### config.mk
export PLATFORM = sky130hd
export DESIGN_NAME = tli_div
export DESIGN_NICKNAME = d
export VERILOG_FILES = /design/src/sv/tli_pkg.sv /design/src/sv/tli_div.sv
export SDC_FILE = /design/constraint.sdc
export NUM_CORES = 1
export LEC_CHECK = 0
export ABC_AREA = 1
export BUFFER_PORTS_ARGS = -buffer_cell sky130_fd_sc_hd__buf_2
export CORE_AREA = 2 2 121 123
export CTS_CLUSTER_DIAMETER = 50
export DETAILED_ROUTE_END_ITERATION = 10
export DIE_AREA = 0 0 123 125
export SLEW_MARGIN = 40
export SYNTH_ARGS = -nofsm -noshare
export SYNTH_HDL_FRONTEND = slang
export SYNTH_SLANG_ARGS = --single-unit
export TNS_END_PERCENT = 20
### constraint.sdc
create_clock -name clk -period 2.9 [get_ports clk]
set_clock_uncertainty 0.2 [all_clocks]
set_input_delay 0.145 -clock clk [delete_from_list [all_inputs] [get_ports clk]]
set_output_delay 0.145 -clock clk [all_outputs]
set_load 0.01 [all_outputs]
### src/sv/tli_pkg.sv
// Shared types and constants for the table linear interpolator.
package tli_pkg;

  localparam int KW   = 16;
  localparam int VW   = 32;
  localparam int QW   = 32;
  localparam int CFGW = 9;

  localparam logic OP_WRITE = 1'b0;
  localparam logic OP_QUERY = 1'b1;

  typedef enum logic [3:0] {
    S_IDLE, S_K0, S_SCAN, S_VLO, S_VHI, S_CHK, S_DIV, S_MUL, S_DONE
  } state_t;

  typedef enum logic [1:0] {
    ST_OK    = 2'd0,
    ST_SHORT = 2'd1,
    ST_ZERO  = 2'd2,
    ST_SAT   = 2'd3
  } status_t;

  typedef struct packed {
    logic signed [VW-1:0] central;
    logic signed [VW-1:0] upper;
    logic signed [VW-1:0] lower;
  } vals_t;

endpackage

### src/sv/tli_div.sv
// Restoring divider that produces one quotient bit per cycle.
module tli_div (
  input  logic                   clk,
  input  logic                   rst_n,
  input  logic                   start,
  input  logic [tli_pkg::QW-1:0] dividend,
  input  logic [tli_pkg::KW-1:0] divisor,
  output logic                   busy,
  output logic [tli_pkg::QW-1:0] quot
);
  import tli_pkg::*;

  localparam int CW = $clog2(QW);

  logic [KW-1:0]        rem_r;
  logic [QW-1:0]        dvd_r;
  logic [KW-1:0]        div_r;
  logic [CW-1:0]        cnt_r;
  logic                 busy_r;
  logic [KW:0]          rem_s;
  logic                 ge;
  logic [KW:0]          rem_nxt;

  always_comb begin
    rem_s   = {rem_r, dvd_r[QW-1]};
    ge      = rem_s >= {1'b0, div_r};
    rem_nxt = ge ? rem_s - {1'b0, div_r} : rem_s;
  end

  always_ff @(posedge clk) begin
    if (!rst_n) begin
      busy_r <= 1'b0;
      cnt_r  <= '0;
    end else if (start) begin
      busy_r <= 1'b1;
      cnt_r  <= '0;
      rem_r  <= '0;
      dvd_r  <= dividend;
      div_r  <= divisor;
    end else if (busy_r) begin
      rem_r <= rem_nxt[KW-1:0];
      dvd_r <= {dvd_r[QW-2:0], ge};
      cnt_r <= cnt_r + 1'b1;
      if (cnt_r == CW'(QW - 1)) begin
        busy_r <= 1'b0;
      end
    end
  end

  assign busy = busy_r;
  assign quot = dvd_r;

endmodule
======== Word level (Yosys, flattened, before mapping) ========
Index checks and enable logic that the tools add are counted.
cells by class
  add/subtract/negate cells ............... 2
  order comparisons ....................... 1
  equality and inequality tests ........... 1
  muxes and demuxes ....................... 7
  bitwise gates (word level) .............. 1
  reduce and logical (&&, ||, !) cells .... 4
operators with widths
  cell                                                           number
  32-bit 2-to-1 mux                                              2
  16-bit 2-to-1 mux                                              2
  17-bit by 16-bit >= comparator with 1-bit output               1
  16-bit subtractor                                              1
  5-bit by 1-bit adder with 5-bit output, second input constant  1
  5-bit == test, second input constant                           1
  2-bit AND reduction                                            2
  1-bit 2-to-1 mux                                               3
  2-bit nonzero test                                             1
  2-bit OR reduction                                             1
  1-bit inverter                                                 1
storage, ports and cells
  bits in registers ....................... 70
  input bits .............................. 51
  output and inout bits ................... 33
  word-level logic and storage cells ...... 21

======== Logic depth before layout (Yosys ltp) ========
Gate-level depths: netlist (run 1).
  word-level depth ........................ 4
  gate-level depth with buffers ........... 14
  depth with buffers taken out ............ 14

======== Least setup slack after synthesis (run 1) ========
No wires, ideal clock.
  kind .................................... reg2reg
  from .................................... reg busy_r (netlist: busy)
  to ...................................... reg dvd_r[0] (netlist: quot[0]), enable pin
  library setup time ...................... 0.406 ns
  arrival time ............................ 1.570 ns
  required time ........................... 2.294 ns
  setup slack ............................. 0.724 ns
  stages on the path, launching flop included .. 3
  path buffers ............................ 0
  period minus slack after synthesis ...... 2.176 ns
  cells stage by stage .................... dfxtp_1 > nand2_1 > nand2_1
on the way
  cells in the longest elaborated chain, start to end .. 2
RTL lines
  what                                  line           text
  start, declared                       tli_div.sv:19  logic busy_r;
  start signal, assigned                tli_div.sv:32  busy_r <= 1'b0;
  start signal, assigned                tli_div.sv:35  busy_r <= 1'b1;
  start signal, assigned                tli_div.sv:45  busy_r <= 1'b0;
  2-bit nonzero test (no source line)   --
  2-bit AND reduction (no source line)  --
  end signal, assigned                  tli_div.sv:38  dvd_r <= dividend;
  end signal, assigned                  tli_div.sv:42  dvd_r <= {dvd_r[QW-2:0], ge};
  end, declared                         tli_div.sv:16  logic [QW-1:0] dvd_r;
Every way passes these cells.
A chain may end at the register's enable or synchronous reset.

======== Worst setup path in the final report (run 1) ========
  from .................................... reg rem_r[1]
  to ...................................... reg rem_r[3] (data pin)
on the way
  cells in the longest elaborated chain, start to end .. 3
  elaborated cells on any way between the ends .. 4
  classes of those cells .................. add/sub (1); order compare (1); mux (2)
RTL lines
  what                                                                                   line                          text
  start, declared                                                                        tli_div.sv:15                 logic [KW-1:0] rem_r;
  start signal, assigned                                                                 tli_div.sv:41                 rem_r <= rem_nxt[KW-1:0];
  16-bit subtractor or 17-bit by 16-bit >= comparator with 1-bit output (tied branches)  tli_div.sv:27, tli_div.sv:26
  16-bit 2-to-1 mux *                                                                    tli_div.sv:27                 rem_nxt = ge ? rem_s - {1'b0, div_r} : rem_s;
  16-bit 2-to-1 mux *                                                                    tli_div.sv:40                 end else if (busy_r) begin
Mark *: on every way between the ends. The rest lies on a longest branch, timed or not. The select of a mux whose other input is x is not followed.

==> metrics, run 1 <==
final hold vios=0; Slowest-stage cell, CP=ha_1; final setup vio count=0; drt drc=0; vias in the first global route=3649; die height=about 130 um; startpoint types=register; first-pass GRT wire length=between 15000 and 20000 um; worst setup path class=reg2reg; Post-Syn Nets=approximately 580; I/O pins=84; initial antenna violation count=0; syn_area_per_cell=between 8 and 9 um^2; max cap viols=0; crit-path most repeated cell=nand2_1; reg-to-reg setup timing slack=approximately 0.43 ns; unrepaired setup endpoints after global routing=no; hold depth=2; cell breakdown of the critical path=ha_1, nand2_1, nand2_1, nand2_1, nand2_1, nand2_1, nand3_2, nand2_4, nand2_4, inv_2, nor2_1, nor2_1; Cell Area, Synth=approximately 4200 um^2; GRT Residual Overflow=0; Clock transition at path regs=~0.060 ns; Tcrit/Tclk final=85.0%; static leakage=between 2 and 3 nW; total number of H-tree levels=3; Reg-to-Reg Start=rem_r[1]; clk sink count=70; Post-synth EDFFs=64; Yosys reg bits=70; status=completed; Reg2Reg Depth=12; vias per inst=between 4 and 5; Slew headroom=a little under 50%; CP Capture Type=register; GRT Resource Usage Total=between 10 and 15%; Setup Total Neg Slack=0 ns; DR pass1 iterations=4; site row count=44; placed insts=about 770; crit-path max FO=15; synth unique cells=33; worst min path class=in2reg; die extent in x=~120 um; Largest stage delay, worst path=0.43 ns; Buffers & Inverters on Critical Path=1; vias=between 3000 and 4000; Final Max Slew Viols=0; maximum vdd ir drop=around 0.24 mV; Hold EP=quot[0]; non-filler cells, final=roughly 830; Hold Crit Start=start; core area=14200 um^2; PortBufs=a little over 80; die area=between 15000 and 20000 um^2; Synth warnings=0; post-layout min period=between 2 and 2.5 ns; FMAX=just over 0.4 GHz; antenna-violating nets left=0; Nets=714; Layout area overhead=33.2%; Worst path top cell family by delay=simple AND/OR/NAND/NOR gates; Total Power=~3.2 mW; Worst EP required=about 2.8 ns; Post-CTS Setup Inserts=0; largest net degree at the start of global routing=49; CTS Hold Bufs=49; Starting Density=between 20% and 30%; power density cells=approximately 570 nW/um^2; CTS tree=yes; fillers=~1500; Diodes inserted=0; post-synthesis sequential area ratio=about half; Max clock buf depth=2; Post-synth top flop=edfxtp_1; Skew-Pair Late Insertion Delay=0.33 ns; Iter 0 DRT Violations=approximately 150; Gate Count Post-Synth=~500; WP data arrival=around 2.4 ns; Least-Margin Pin Slew=0.763 ns; WL final=10300 um; total CTS buffers=9; Final HPWL DP=about 7200 um; cts repair resizes=0; r2r endpoint=rem_r[3]; layout cells sized above 1=between 20% and 30%; Crit. path cell count=12; CTS root buffer=clkbuf_16; Avg WL per Cell=approximately 12 um; Synth async-reset ratio=0%; routability cong.=about 0.86
placed cells by master, fill, tap and decap left out, types with 9 or more instances in the layout:
| master | count |
|---|---|
| ha_1 | 18 |
| inv_2 | 10 |
| nand2_2 | 12 |
| nand3b_1 | 9 |
| edfxtp_1 | 64 |
| nor2_1 | 37 |
| inv_1 | 66 |
| buf_2 | 83 |
| dlygate4sd3_1 | 49 |
| clkbuf_16 | 9 |
| a21oi_1 | 9 |
| nand3_1 | 12 |
| nand2_1 | 204 |
| nor2_2 | 12 |
metal layers:
layer  GRT usage, %  vias up  part of all wire (%)
met3           3.56       12                   5.8
met2           23.1      102                    46
met4           5.08        0                   1.5
met1           18.4     1610                    46
li1               -     1865                     -
met5              0        -                     0
synthesized netlist by cell type (5+ instances only):
cell type  count  share of area (%)
nor2_2        12                1.8
ha_1          18                5.4
a21oi_1        9                1.1
nor3_1         6               0.72
edfxtp_1      64                 46
xor2_1         6                1.3
nand4_1        5               0.75
clkbuf_1       7               0.63
nand3_1       12                1.4
nand3b_1       9                1.6
dfxtp_1        6                2.9
nor2_1        37                3.3
nand3_2        5                1.2
nand2_1      205                 19
inv_2         10               0.90
nand2_2       11                1.7
inv_1         66                6.0
kinds of logic (layout without fill, tap and decap cells):
logic type / count (synthesis) / in the layout / synth area share [%]
adder cells (fa/ha/maj): 19 / 19 / 5.91
XOR/XNOR: 6 / 6 / 1.27
AND/OR/NAND/NOR: 311 / 311 / 33.0
flip-flops: 70 / 70 / 49.2
buffers and inverters: 89 / 230 / 8.92
AO/OA/AOI/OAI: 13 / 13 / 1.66
flip-flops by register name (all words and copies together) (netlist names):
signal,count
cnt_r,5
rem_r,16
div_r,16
quot,32
busy,1
stage by stage:
step | cell area, um^2 | hold WS [ns] | setup slack, ns | util (%)
floorplan | 4150 | 0.0439 | 0.724 | -
global placement | 4750 | 0.122 | 0.452 | 33.5
detailed placement | 4750 | 0.123 | 0.435 | 33.5
CTS | 5530 | 0.0666 | 0.420 | 38.9
global route | 5530 | 0.101 | 0.230 | 38.9
finish | 5530 | 0.0682 | 0.435 | 38.9
report_power, final:
| group | switching, mW | internal (mW) | leakage, nW |
|---|---|---|---|
| Sequential | 0.0484 | 1.23 | 0.670 |
| Clock | 0.415 | 0.664 | 0.137 |
| Combinational | 0.501 | 0.322 | 1.91 |
| Total | 0.965 | 2.21 | 2.72 |
worst max-delay path by stage:
stage          startpoint       end
5_1_grt          rem_r[1]  rem_r[3]
2_1_floorplan        busy   quot[0]
4_1_cts          rem_r[1]  rem_r[3]
6_report         rem_r[1]  rem_r[3]
3_3_place_gp     rem_r[1]  rem_r[7]
3_5_place_dp     rem_r[1]  rem_r[3]
final cells by class:
cell class	instances	area, um^2	area share [%]
clock buffer	12	236	4.28
clock inverter	4	47.5	0.860
inverter	77	289	5.23
multi-input combinational	349	1740	31.5
sequential	70	2040	36.9
tap	184	230	4.16
timing repair buffer	137	943	17.1
Note: power is estimated with default switching activity, not from simulation.
==> run 2: changes to the inputs <==
- CELL_PAD_IN_SITES_DETAIL_PLACEMENT: default -> 1
- CELL_PAD_IN_SITES_GLOBAL_PLACEMENT: default -> 1
- CTS_CLUSTER_DIAMETER: 50 -> 80
- PLACE_DENSITY_LB_ADDON: default -> 0.1
==> run 2 against run 1 <==
Effect of this change:
- design area grew 1.7%
- critical path depth fell by 2
- power up 8.3%
- count of clock-buffer cells in the layout decreased by 1
- register-to-register slack worse by 0.10 ns
- via count increased by 1.7%
- largest power group is now clock
==> metrics, run 2 (synthesis gave the netlist of run 1 again) <==
vias in the first global route=between 4000 and 5000; WP data arrival=around 2.5 ns; vias per inst=4.37; die area=~15000 um^2; worst setup path class=reg2reg; Hold Crit Start=start; dpl ws=~0.35 ns; fillers=1737; vias=3650; most common cell after layout, fill and taps aside=nand2_1; Clk pwr share=37.6%; max reg flops=32; cts repair resizes=0; post-layout min period=around 2.6 ns; PortBufs=83; total number of H-tree levels=3; die height=around 130 um; maximum vdd ir drop=around 0.29 mV; Internal=2.40 mW; first-pass GRT wire length=~20000 um; Skew-Pair Late Insertion Delay=~0.34 ns; cell breakdown of the critical path=ha_1, nand2_1, inv_1, nand2_1, nor3_2, nand2_4, nand2_4, inv_2, nor2_1, nor2_1; Buffers & Inverters on Critical Path=2; hold depth=2; Reg-to-Reg Start=rem_r[10]; Final Max Slew Viols=0; clk sink count=70; Avg WL per Cell=between 10 and 15 um; Tcrit/Tclk final=approximately nine tenths; worst min path class=in2reg; layout cells sized above 1=about 23%; routability cong.=roughly 0.81; antenna-violating nets left=0; Reg2Reg Depth=10; die extent in x=~120 um; static leakage=roughly 2.8 nW; drt drc=0; total CTS buffers=9; Post-Route Utilization=about two fifths; CTS tree=yes; GRT Resource Usage Total=between 10% and 20%; largest net degree at the start of global routing=21; critical path startpoint=rem_r[10]; core area=around 14000 um^2; Hold EP=quot[0]; GRT Residual Overflow=0; status=completed; Max clock buf depth=2; Iter 0 DRT Violations=between 100 and 150; Setup Total Neg Slack=0 ns; FMAX=~0.39 GHz; most frequent cells in the layout=204 x nand2_1, 83 x buf_2, 66 x inv_1; CTS root buffer=clkbuf_16; Slowest-stage cell, CP=ha_1; Clock transition at path regs=roughly 0.06 ns; final setup vio count=0; Least-Margin Pin Slew=between 0.5 and 0.6 ns; reg-to-reg setup timing slack=~0.33 ns; switching part of the total=between 30 and 40%; startpoint types=register; site row count=44; DR pass1 iterations=4; crit-path max FO=15; final hold vios=0; unrepaired setup endpoints after global routing=no; combinational power share=approximately 25%; Diodes inserted=0; Worst path top cell family by delay=simple AND/OR/NAND/NOR gates; Worst EP required=2.79 ns; Final HPWL DP=roughly 9000 um; Nets=~720; Starting Density=29.2%; r2r endpoint=rem_r[6]; I/O pins=between 80 and 90; final worst setup slack=between 0.3 and 0.4 ns; initial antenna violation count=0; Layout area overhead=35.5%; max cap viols=0; CP Capture Type=register; WL final=about 12000 um; Seq pwr share=37.1%; switching power=a little over 1 mW; Slew headroom=between 60% and 70%; power density cells=roughly 600 nW/um^2; Largest stage delay, worst path=roughly 0.44 ns
run 2: changes by cell type in the layout (fill, tap and decap cells not counted), sizes merged:
| cell | previous run | this run |
|---|---|---|
| buf | 88 | 90 |
| bufinv | 1 | 3 |
| clkbuf | 12 | 11 |
| clkinvlp | 1 | 0 |
run 2: area by class of cell:
| class | instances | area (um^2) | area share (%) |
|---|---|---|---|
| Multi-Input combinational cell | 349 | 1740 | 30.9 |
| Timing Repair Buffer | 139 | 983 | 17.5 |
| Inverter | 77 | 289 | 5.14 |
| Sequential cell | 70 | 2040 | 36.3 |
| Tap cell | 184 | 230 | 4.09 |
| Clock inverter | 5 | 108 | 1.91 |
| Clock buffer | 11 | 233 | 4.14 |
run 2: per-stage QoR:
step	hold slack [ns]	area [um^2]	cells	power, mW
final	0.0962	5630	835	3.44
after global routing	0.106	5630	835	3.64
after CTS	0.0918	5630	835	3.50
after detailed placement	0.124	4790	770	2.13
after global placement	0.121	4790	770	2.12
after floorplan	0.0439	4150	508	1.86
run 2: repair_timing:
item	CTS	global route
hold buffers	49	0
buffers inserted	0	0
hold endpoints to repair	50	0
run 2: worst reg2reg max path: stages (launching register included):
cell	delay, ns
edfxtp_1	0.41
ha_1	0.44
nand2_1	0.12
inv_1	0.10
nand2_1	0.10
nor3_2	0.20
nand2_4	0.17
nand2_4	0.25
inv_2	0.14
nor2_1	0.13
nor2_1	0.06
run 2: routing by layer:
metal / track usage [%] / share of wire [%]
met1: 21.4 / 47
met2: 27.4 / 47
met3: 4.33 / 4.5
met4: 4.61 / 1.5
met5: 0 / 0
run 2: power by group through the flow:
| stage | registers [mW] | logic (mW) | clock network [mW] |
|---|---|---|---|
| global route | 1.29 | 0.989 | 1.36 |
| floorplan | 1.30 | 0.558 | 0 |
| CTS | 1.28 | 0.884 | 1.33 |
| detailed placement | 1.30 | 0.828 | 0 |
| finish | 1.28 | 0.870 | 1.29 |
| global placement | 1.30 | 0.829 | 0 |
run 2: how the worst max path moves through the flow:
stage	depth (start not counted)	endpoint	slack (ns)
finish	10	rem_r[6]	0.33
global route	10	rem_r[6]	0.18
CTS	10	rem_r[6]	0.31
detailed placement	10	rem_r[6]	0.35
global placement	10	rem_r[4]	0.39
floorplan	2	quot[0]	0.72
==> run 3: changes to the inputs <==
- MAX_ROUTING_LAYER: default -> met4
==> run 3 against run 2 <==
Effect of this change:
- via count down 0.22%
- critical path type unchanged
- flip-flop and latch count unchanged
- global-route usage up 0.49 points
- wire length up 0.10%
- power about the same
- hold slack better by 0.0019 ns
- core utilization unchanged
==> metrics, run 3 (synthesis gave the netlist of run 1 again) <==
Slowest-stage cell, CP=ha_1; Largest stage delay, worst path=0.44 ns; final setup vio count=0; Buffers & Inverters on Critical Path=2; CTS Hold Bufs=approximately 50; largest net degree at the start of global routing=21; GRT Resource Usage Total=roughly 17%; worst setup path class=reg2reg; reg-to-reg setup timing slack=0.33 ns; Hold EP=quot[0]; WL final=around 12000 um; hold depth=2; total CTS buffers=9; Worst path top cell family by delay=simple AND/OR/NAND/NOR gates; r2r endpoint=rem_r[6]; post-route cell area=5630 um^2; cts repair resizes=0; CP Capture Type=register; Final Max Slew Viols=0; PortBufs=83; unrepaired setup endpoints after global routing=no; Skew-Pair Late Insertion Delay=between 0.3 and 0.4 ns; CTS tree=yes; most common cell after layout, fill and taps aside=nand2_1; die area=about 15000 um^2; Diodes inserted=0; maximum vdd ir drop=~0.29 mV; Slew headroom=between 60% and 70%; post-layout min period=between 2 and 3 ns; placed insts=770; Least-Margin Pin Slew=~0.58 ns; cell breakdown of the critical path=ha_1, nand2_1, inv_1, nand2_1, nor3_2, nand2_4, nand2_4, inv_2, nor2_1, nor2_1; Setup Total Neg Slack=0 ns; most frequent cells in the layout=204 x nand2_1, 83 x buf_2, 66 x inv_1; Avg WL per Cell=~14 um; Clock transition at path regs=~0.06 ns; total number of H-tree levels=3; GRT Residual Overflow=0; antenna-violating nets left=0; FMAX=roughly 0.39 GHz; Worst EP required=around 2.8 ns; worst min path class=in2reg; Min Hold Slack=just under 0.1 ns; Reg2Reg Depth=10; power density cells=around 610 nW/um^2; clk sink count=70; vias per inst=around 4.4; Layout area overhead=35.5%; max reg flops=32; final worst setup slack=between 0.3 and 0.4 ns; final hold vios=0; die height=125 um; initial antenna violation count=0; Hold Crit Start=start; I/O pins=between 80 and 90; DR pass1 iterations=4; startpoint types=register; max cap viols=0; vias in the first global route=4039; vias=3642; site row count=44; dpl ws=around 0.35 ns; post-place instance area=between 4000 and 5000 um^2; Max clock buf depth=2; static leakage=approximately 2.8 nW; CTS root buffer=clkbuf_16; Starting Density=between 20 and 30%; Post-CTS Setup Inserts=0; layout cells sized above 1=between 20% and 30%; Tcrit/Tclk final=88.7%; drt drc=0; core area=~14000 um^2; Nets=716; non-filler cells, final=roughly 840; routability cong.=between 0.8 and 0.9; Iter 0 DRT Violations=145; WP data arrival=between 2 and 2.5 ns; Reg-to-Reg Start=rem_r[10]; status=completed; crit-path max FO=15; first-pass GRT wire length=about 20000 um; Final HPWL DP=~9000 um; die extent in x=around 120 um
-- run 3: layout make-up --
| type | count | area (um^2) |
|---|---|---|
| multi-input combinational | 349 | 1740 |
| sequential | 70 | 2040 |
| clock inverter | 5 | 108 |
| clock buffer | 11 | 233 |
| fill | 1737 | 8580 |
| inverter | 77 | 289 |
| tap | 184 | 230 |
| timing repair buffer | 139 | 983 |
-- run 3: layer usage --
metal | global-route usage, % | vias to the layer above | part of all wire [%]
met5 | - | - | 0
met4 | 4.61 | 0 | 1.2
met3 | 3.92 | 8 | 3.6
met2 | 27.4 | 73 | 47
met1 | 21.6 | 1694 | 48
li1 | - | 1867 | -
-- run 3: worst reg2reg max path: stages, from the launching register on --
cell and delay [ns]:
edfxtp_1 0.42, ha_1 0.44, nand2_1 0.12, inv_1 0.10, nand2_1 0.10, nor3_2 0.20
nand2_4 0.17, nand2_4 0.25, inv_2 0.14, nor2_1 0.13, nor2_1 0.06
-- run 3: worst max-delay path by stage --
| stage | start | endpoint | slack [ns] | cells after the start |
|---|---|---|---|---|
| after detailed placement | rem_r[10] | rem_r[6] | 0.35 | 10 |
| after global routing | rem_r[10] | rem_r[6] | 0.18 | 10 |
| after floorplan | busy | quot[0] | 0.72 | 2 |
| final | rem_r[10] | rem_r[6] | 0.33 | 10 |
| after global placement | rem_r[10] | rem_r[4] | 0.39 | 10 |
| after CTS | rem_r[10] | rem_r[6] | 0.31 | 10 |
-- run 3: metrics by stage --
| step | power [mW] | utilization [%] |
|---|---|---|
| global route | 3.64 | 39.6 |
| floorplan | 1.86 | - |
| detailed placement | 2.13 | 33.8 |
| finish | 3.44 | 39.6 |
| global placement | 2.12 | 33.8 |
| CTS | 3.50 | 39.6 |
-- run 3: where the power goes --
part | switching, mW | total (mW) | internal (mW)
Sequential | 0.0532 | 1.28 | 1.22
Clock | 0.446 | 1.29 | 0.845
Combinational | 0.539 | 0.871 | 0.332
